### src/rtl/ssp_pkg.sv
// types and constants shared by the servo status packet parser
package ssp_pkg;

   localparam logic [7:0] HEADER_BYTE  = 8'hFF;
   localparam logic [7:0] LEN_OVERHEAD = 8'd2;

   typedef enum logic [6:0] {
      PH_HDR0  = 7'b0000001,
      PH_HDR1  = 7'b0000010,
      PH_ID    = 7'b0000100,
      PH_LEN   = 7'b0001000,
      PH_ERR   = 7'b0010000,
      PH_PARAM = 7'b0100000,
      PH_CSUM  = 7'b1000000
   } phase_type;

   typedef struct packed {
      logic        packet_ok;
      logic [7:0]  servo_id;
      logic [7:0]  error_flags;
      logic [7:0]  param_count;
      logic [15:0] position;
   } result_type;

endpackage

### src/rtl/ssp_fsm.sv
// packet parsing state machine with running checksum and held fields
module ssp_fsm
   import ssp_pkg::*;
(
   input  logic       clock,
   input  logic       reset,
   input  logic       step,
   input  logic [7:0] rx_byte,
   output logic       res_valid,
   output result_type res
);

   phase_type  phase_ff, phase_in;
   logic [7:0] sum_ff, sum_in;
   logic [7:0] expected_ff, expected_in;
   logic [7:0] seen_ff, seen_in;
   logic [7:0] id_ff, id_in;
   logic [7:0] error_ff, error_in;
   logic [7:0] pos_lo_ff, pos_lo_in;
   logic [7:0] pos_hi_ff, pos_hi_in;
   logic [7:0] sum_add;

   assign sum_add = sum_ff + rx_byte;

   always_comb begin
      phase_in    = phase_ff;
      sum_in      = sum_ff;
      expected_in = expected_ff;
      seen_in     = seen_ff;
      id_in       = id_ff;
      error_in    = error_ff;
      pos_lo_in   = pos_lo_ff;
      pos_hi_in   = pos_hi_ff;
      res_valid   = 1'b0;
      unique case (phase_ff)
         PH_HDR1: begin
            phase_in = (rx_byte == HEADER_BYTE) ? PH_ID : PH_HDR0;
         end
         PH_ID: begin
            id_in    = rx_byte;
            sum_in   = rx_byte;
            phase_in = PH_LEN;
         end
         PH_LEN: begin
            expected_in = rx_byte - LEN_OVERHEAD;
            sum_in      = sum_add;
            phase_in    = PH_ERR;
         end
         PH_ERR: begin
            error_in = rx_byte;
            sum_in   = sum_add;
            seen_in  = 8'd0;
            phase_in = (expected_ff != 8'd0) ? PH_PARAM : PH_CSUM;
         end
         PH_PARAM: begin
            sum_in = sum_add;
            if (seen_ff == 8'd0) begin
               pos_lo_in = rx_byte;
            end
            if (seen_ff == 8'd1) begin
               pos_hi_in = rx_byte;
            end
            if (seen_ff == expected_ff - 8'd1) begin
               phase_in = PH_CSUM;
            end
            seen_in = seen_ff + 8'd1;
         end
         PH_CSUM: begin
            res_valid = 1'b1;
            phase_in  = PH_HDR0;
         end
         default: begin
            phase_in = (rx_byte == HEADER_BYTE) ? PH_HDR1 : PH_HDR0;
         end
      endcase
   end

   assign res.packet_ok   = (~sum_ff == rx_byte);
   assign res.servo_id    = id_ff;
   assign res.error_flags = error_ff;
   assign res.param_count = expected_ff;
   assign res.position    = {pos_hi_ff, pos_lo_ff};

   always_ff @(posedge clock) begin
      if (reset) begin
         phase_ff    <= PH_HDR0;
         sum_ff      <= 8'd0;
         expected_ff <= 8'd0;
         seen_ff     <= 8'd0;
         id_ff       <= 8'd0;
         error_ff    <= 8'd0;
         pos_lo_ff   <= 8'd0;
         pos_hi_ff   <= 8'd0;
      end else if (step) begin
         phase_ff    <= phase_in;
         sum_ff      <= sum_in;
         expected_ff <= expected_in;
         seen_ff     <= seen_in;
         id_ff       <= id_in;
         error_ff    <= error_in;
         pos_lo_ff   <= pos_lo_in;
         pos_hi_ff   <= pos_hi_in;
      end
   end

   a_csum_returns: assert property (@(posedge clock) disable iff (reset)
      step && phase_ff == PH_CSUM |=> phase_ff == PH_HDR0)
      else $error("checksum byte did not return to header hunt");

   a_zero_params: assert property (@(posedge clock) disable iff (reset)
      step && phase_ff == PH_ERR && expected_ff == 8'd0 |=> phase_ff == PH_CSUM)
      else $error("empty packet did not go to checksum");

   a_hold_idle: assert property (@(posedge clock) disable iff (reset)
      !step |=> $stable(phase_ff) && $stable(sum_ff))
      else $error("state moved without a request");

endmodule

### src/rtl/servo_status_packet_parser.sv
// top level: input register, packet parser and result register
// a checksum byte is held in the input register, its result then in the result register
// throughput: one byte per cycle while the result register is free or being read
// a full result register stalls the input register only while its result is not taken
// synchronous active-high reset returns the parser to header hunting with all fields zero
module servo_status_packet_parser
   import ssp_pkg::*;
(
   input  logic        clock,
   input  logic        reset,
   input  logic        req_valid,
   output logic        req_ready,
   input  logic [7:0]  req_rx_byte,
   output logic        rsp_valid,
   input  logic        rsp_ready,
   output logic        rsp_packet_ok,
   output logic [7:0]  rsp_servo_id,
   output logic [7:0]  rsp_error_flags,
   output logic [7:0]  rsp_param_count,
   output logic [15:0] rsp_position
);

   logic       in_valid_ff;
   logic [7:0] in_byte_ff;
   logic       out_valid_ff;
   result_type out_ff;
   logic       out_free;
   logic       advance;
   logic       res_valid;
   result_type res;

   assign out_free  = !out_valid_ff || rsp_ready;
   assign advance   = in_valid_ff && out_free;
   assign req_ready = !in_valid_ff || advance;

   ssp_fsm u_fsm (
      .clock     (clock),
      .reset     (reset),
      .step      (advance),
      .rx_byte   (in_byte_ff),
      .res_valid (res_valid),
      .res       (res)
   );

   always_ff @(posedge clock) begin
      if (reset) begin
         in_valid_ff <= 1'b0;
      end else if (req_ready) begin
         in_valid_ff <= req_valid;
      end
   end

   always_ff @(posedge clock) begin
      if (req_valid && req_ready) begin
         in_byte_ff <= req_rx_byte;
      end
   end

   always_ff @(posedge clock) begin
      if (reset) begin
         out_valid_ff <= 1'b0;
      end else if (out_free) begin
         out_valid_ff <= advance && res_valid;
      end
   end

   always_ff @(posedge clock) begin
      if (advance && res_valid) begin
         out_ff <= res;
      end
   end

   assign rsp_valid       = out_valid_ff;
   assign rsp_packet_ok   = out_ff.packet_ok;
   assign rsp_servo_id    = out_ff.servo_id;
   assign rsp_error_flags = out_ff.error_flags;
   assign rsp_param_count = out_ff.param_count;
   assign rsp_position    = out_ff.position;

   a_in_hold: assert property (@(posedge clock) disable iff (reset)
      in_valid_ff && !advance |=> in_valid_ff && $stable(in_byte_ff))
      else $error("stalled request byte lost");

   a_out_source: assert property (@(posedge clock) disable iff (reset)
      $rose(out_valid_ff) |-> $past(advance && res_valid))
      else $error("result appeared without a checksum byte");

endmodule
### config.mk
export PLATFORM = sky130hd
export DESIGN_NAME = servo_status_packet_parser
export DESIGN_NICKNAME = d
export VERILOG_FILES = /design/src/rtl/ssp_pkg.sv /design/src/rtl/ssp_fsm.sv /design/src/rtl/servo_status_packet_parser.sv
export SDC_FILE = /design/constraint.sdc
export NUM_CORES = 1
export LEC_CHECK = 0
export BUFFER_PORTS_ARGS = -buffer_cell sky130_fd_sc_hd__buf_2
export CAP_MARGIN = 20
export CORE_UTILIZATION = 58
export CTS_BUF_LIST = sky130_fd_sc_hd__clkbuf_8 sky130_fd_sc_hd__clkbuf_16
export CTS_CLUSTER_DIAMETER = 50
export CTS_CLUSTER_SIZE = 24
export DETAILED_ROUTE_END_ITERATION = 8
export PLACE_DENSITY = 0.8
export SYNTH_ARGS = -nofsm -noshare
export SYNTH_HDL_FRONTEND = slang
export SYNTH_SLANG_ARGS = --single-unit
### constraint.sdc
create_clock -name clock -period 6.8 [get_ports clock]
set_input_delay 0.68 -clock clock [delete_from_list [all_inputs] [get_ports clock]]
set_output_delay 0.68 -clock clock [all_outputs]
set_load 0.03 [all_outputs]
**Yosys cells after proc, flatten, opt, wreduce, memory -nomap -nowiden**

Index checks and enable logic that the tools add are counted.

- Bits in latches: 0
- ROM bits: 0
- Word-level logic and storage cells: 60
- RAM bits: 0
- Register bits after elaboration: 114
- Output and inout bits: 43
- Input bits: 12
- Memories: 0

- Multiplexer cells: 8
- Order comparisons: 0
- Multiply operators: 0
- Shift operators: 0
- Equality and inequality tests: 11
- Add/sub/neg operators: 4
- Divide/modulo/power cells: 0
- Bitwise gates (word level): 1
- Reduce and logical (&&, ||, !) cells: 20

Operator list:

| operator | number |
|---|---|
| $pmux 7 s6 | 1 |
| $pmux 8 s2 | 2 |
| $eq 8x8->1 | 2 |
| $mux 7 | 2 |
| $reduce_and 2->1 | 6 |
| $add 8x1->8 const B | 1 |
| $add 8x8->8 | 1 |
| $eq 8x1->1 const B | 1 |
| $eq 8x8->1 const B | 1 |
| $logic_not 8->1 | 1 |
| $not 8->8 | 1 |
| $reduce_bool 8->1 | 1 |
| $sub 8x1->8 const B | 1 |
| $sub 8x2->8 const B | 1 |
| $eq 7x2->1 const B | 1 |
| $eq 7x3->1 const B | 1 |
| $eq 7x4->1 const B | 1 |
| $eq 7x5->1 const B | 1 |
| $eq 7x6->1 const B | 1 |
| $eq 7x7->1 const B | 1 |
| $reduce_and 3->1 | 2 |
| $reduce_bool 2->1 | 2 |
| $logic_and 1x1->1 | 3 |
| $mux 3 | 1 |
| 6 further kinds | 8 |

**Longest topological paths before layout**

- Depth after elaboration: 5
- Gate-level depth with buffers: 9
- Gate-level depth less buffers: 9

**Cells and area by module**

Synthesis repeated with hierarchy kept, for this count alone.

- Cells, all modules: 463
- Area total of the unflattened synthesis: 4875.9 sq um

Modules (own cells, without submodules):

| module | times used | cells each | area each (sq um) | sequential area each (sq um) |
|---|---|---|---|---|
| ssp_fsm | 1 | 403 | 3301.9 | 1261.2 |
| servo_status_packet_parser | 1 | 60 | 1574.0 | 1511.4 |

**Least setup slack after synthesis**

OpenSTA, ideal clock, no wires.

- Path kind: in2reg
- Start: input port rsp_ready
- End: register out_ff (netlist bit rsp_error_flags[0]) (enable)
- Required time: 6.255 ns
- Buffers on the path: 0
- Stages: 3
- Arrival time: 4.878 ns
- Path slack: 1.377 ns
- Library setup time: 0.545 ns
- Cell sequence: or2b_2 > nand2_1 > nor4_1

- Cells in the longest elaborated chain, start to end: 3

RTL lines:

| element | RTL line | text |
|---|---|---|
| start: declaration | servo_status_packet_parser.sv:15 | `input logic rsp_ready,` |
| $logic_or 1x1->1 | servo_status_packet_parser.sv:32 | `assign out_free = !out_valid_ff \|\| rsp_ready;` |
| $logic_and 1x1->1 | servo_status_packet_parser.sv:33 | `assign advance = in_valid_ff && out_free;` |
| $logic_and 1x1->1 | servo_status_packet_parser.sv:68 | `if (advance && res_valid) begin` |
| end signal: assignment | servo_status_packet_parser.sv:69 | `out_ff <= res;` |
| end: declaration | servo_status_packet_parser.sv:26 | `result_type out_ff;` |

No other way between the ends.
A chain may end at the register's enable or synchronous reset.

**Final worst setup path**

- Start: register in_byte_ff[1]
- End: register u_fsm.sum_ff[7]

- Cells in the longest elaborated chain, start to end: 2

RTL lines:

| element | RTL line | text |
|---|---|---|
| start: declaration | servo_status_packet_parser.sv:24 | `logic [7:0] in_byte_ff;` |
| start signal: assignment | servo_status_packet_parser.sv:55 | `in_byte_ff <= req_rx_byte;` |
| $add 8x8->8 | ssp_fsm.sv:23 | `assign sum_add = sum_ff + rx_byte;` |
| $pmux 8 s2 | ssp_fsm.sv:35 | `unique case (phase_ff)` |
| end signal: assignment | ssp_fsm.sv:96 | `sum_ff <= sum_in;` |
| end: declaration | ssp_fsm.sv:14 | `logic [7:0] sum_ff, sum_in;` |

No other way between the ends.

==> key figures <==
Flow run
  • Max cap viols: 0

Critical path
  • Worst Setup SP: in_byte_ff[1]
  • WP data required: about 7.2 ns
  • Setup CP Type: reg -> reg
  • R2R setup slack: between 4 and 5 ns
  • Critical R2R Launch: in_byte_ff[1]
  • Worst Path Arrival: about 3 ns
  • Crit end category: flop
  • Max FO, Critical Path: 9
  • Worst Setup Start Kind: flop

Placed design
  • DP HPWL: 6.60 mm
  • DP Worst Slack: between 4 and 5 ns
  • GPL Wtd Cong: 0.840
  • Buffers on Ports: 54

Die
  • Die H: 94.5 µm
  • Core Region: between 8000 and 9000 µm²
  • Rows: 33
  • Die Width: 94.5 µm
  • Die area: 8930 µm²
  • Initial Util: 0.601
  • Io pins: between 50 and 60

Clock tree
  • Setup Buffers After CTS: 0
  • Clk_lat worst skew: around 0.52 ns
  • Max Buffers Root-to-Sink: 2
  • CTS tree: yes
  • CTS Buf Count: 17
  • H-tree depth: 4
  • Clock sink count: 114
  • Clk slew on worst S/H paths: about 0.06 ns
  • CTS hold repair buffers: 0
  • CTS resizes: 0
  • Clock tree root driver cell: clkbuf_8

Logic synthesis
  • Area leader, netlist: edfxtp_1
  • Cell area after synthesis: about 5000 µm²
  • Syn_area_per_cell: between 10 and 15 µm²
  • Synth top area cells: edfxtp_1 30%, dfxtp_1 26%, mux2i_1 7.3%
  • Most frequent cells after synthesis: 67 x nor2_1, 65 x dfxtp_1, 49 x edfxtp_1
  • Net count after synthesis: about 470
  • Post-synthesis sequential area ratio: 0.559
  • Synth cell types: 60
  • Top cell type's share of synthesized area: 0.297
  • Cells after synthesis: 446
  • Async SR Flop Fraction: 0
  • Syn. warnings: 0
  • EDFF count, synth: just under 50
  • Top FF cell, synth: dfxtp_1
  • Synth Register Bits: 114
  • Most common cell in the netlist: nor2_1

GRT
  • GR Util met1: 0.318
  • Top Usage Layer GRT: met2
  • Gr usage total: 0.255
  • Vias in the first global route: 3384
  • First-pass GRT wire length: 16.8 mm
  • GR met3 Demand/Resource: 0.0765
  • Largest net degree at the start of global routing: 74
  • GR Layer Usage met2: 0.409
  • Global route total overflow: 0
  • Initial antenna violation count: 0

Routing
  • Total Routed Length: 10.4 mm
  • Via density: 5.79
  • Remaining DRCs: 0
  • DR WL/cell: 16.9 µm
  • Iter 0 DRT Violations: around 230
  • Antenna-violating nets left: 0
  • Pre-Repair DR Iteration Count: 6
  • Via count: 3586

Pwr
  • Overall power: 1.61 mW
  • Leak pwr: around 2.1 nW
  • PwrDens: 274 nW/µm²
  • Peak supply drop: about 0.20 mV

Timing
  • Setup Skew: 0.00726 ns
  • Worst rel slew slack: 0.507
  • Tightest Pin Transition: roughly 0.74 ns
  • Tmin final: roughly 2.6 ns
  • Final WS setup: about 4.2 ns
  • Setup Viol. Count Final: 0
  • Final Hold Viols: 0
  • Fin crit share: 0.379
  • Setup TNS: 0 ns
  • Max-slew violation count: 0
  • Highest clock rate: around 0.39 GHz
  • RSZ-0062 raised after global routing: false

Finish
  • Share of post-route cells with drive strength above 1: 0.216
  • Area added between synthesis and finish: 18.2%
  • Fin util: 0.710
  • # diodes: 0
  • Fill count: about 590
  • Nets: about 530

Worst hold path
  • HP Start: req_rx_byte[5]
  • Worst Hold Class: in -> reg

Run status
  • Status: finished clean
## metrics by stage
step / cells / hold slack [ns] / instance area (µm²)
after detailed placement: 586 / 0.418 / 5280
after global routing: 619 / 0.304 / 5860
after global placement: 585 / 0.415 / 5270
after floorplan: 446 / 0.408 / 4960
after CTS: 618 / 0.314 / 5860
final: 619 / 0.332 / 5860
## worst max-delay path, stage by stage, from the launching register on
cell and delay, ns:
edfxtp_1 0.55, ha_1 0.38, a21oi_1 0.25, o21ai_0 0.15, a2111oi_0 0.63, o211ai_1 0.20
o31a_1 0.14, a22o_1 0.17
## cell families (layout without fill, tap and decap cells)
| group | after synthesis | in the layout | share of synthesized area |
|---|---|---|---|
| and+or+nand+nor | 159 | 159 | 0.160 |
| DFF | 114 | 114 | 0.559 |
| AOI/OAI and AO/OA | 55 | 55 | 0.0797 |
| muxes | 38 | 38 | 0.0787 |
| buffers and inverters | 38 | 106 | 0.0361 |
| xor gates and xnor gates | 28 | 28 | 0.0494 |
| adders and majority gates | 14 | 14 | 0.0368 |
## placed cells by master, fill, tap and decap left out, types with 3 or more instances in the layout
cell       Yosys  layout
a211oi_1       7       7
a21oi_1       14      14
a311oi_1       4       4
a31oi_1        3       3
buf_2          4      54
buf_4          0       4
clkbuf_16      0      16
dfxtp_1       65      65
edfxtp_1      49      49
ha_1          13      13
inv_1         15      15
inv_6          0       8
mux2i_1       36      36
nand2_1       18      18
nand2b_1       7       7
nand3_1       15      15
nand4_1        9       9
nor2_1        67      67
nor2b_1        3       3
nor3_1        13      13
nor4_1         4       3
o21ai_0        5       5
xnor2_1       13      13
xor2_1        15      15
## flip-flops by register name, indices dropped and copies added, names as in the netlist, 7 cells and up
name / count
rsp_position: 16
u_fsm.seen_ff: 8
rsp_servo_id: 8
in_byte_ff: 8
rsp_param_count: 8
u_fsm.phase_ff: 7
u_fsm.sum_ff: 8
u_fsm.pos_lo_ff: 8
u_fsm.pos_hi_ff: 8
u_fsm.error_ff: 8
u_fsm.id_ff: 8
rsp_error_flags: 8
u_fsm.expected_ff: 8
## metal layers
metal / vias to the layer above / wire [µm]
met2: 127 / 5100
met4: 0 / 221
li1: 1705 / -
met1: 1734 / 4560
met5: - / 0
met3: 20 / 567
## final cells by class
cell class                 count  area, µm²  area share
clock inverter                15        164      0.0279
inverter                      15       56.3     0.00960
timing repair buffer          59        312      0.0531
multi-input combinational    294       2010       0.344
clock buffer                  17        414      0.0706
tap                          105        131      0.0224
sequential                   114       2770       0.473
## report_power, final
| group | leakage, nW | internal [mW] | total (mW) | switching, mW |
|---|---|---|---|---|
| Combinational | 0.976 | 0.0112 | 0.0293 | 0.0181 |
| Clock | 0.282 | 0.502 | 0.853 | 0.351 |
| Sequential | 0.891 | 0.713 | 0.722 | 0.00979 |
## worst paths after layout
kind | endpoint | cells after the start
hold reg to reg | rsp_servo_id[7] | 0
setup / recovery | u_fsm.sum_ff[7] | 7
setup reg to reg | u_fsm.sum_ff[7] | 7
hold / removal | in_byte_ff[5] | 1
(Power assumes the default switching activity.)
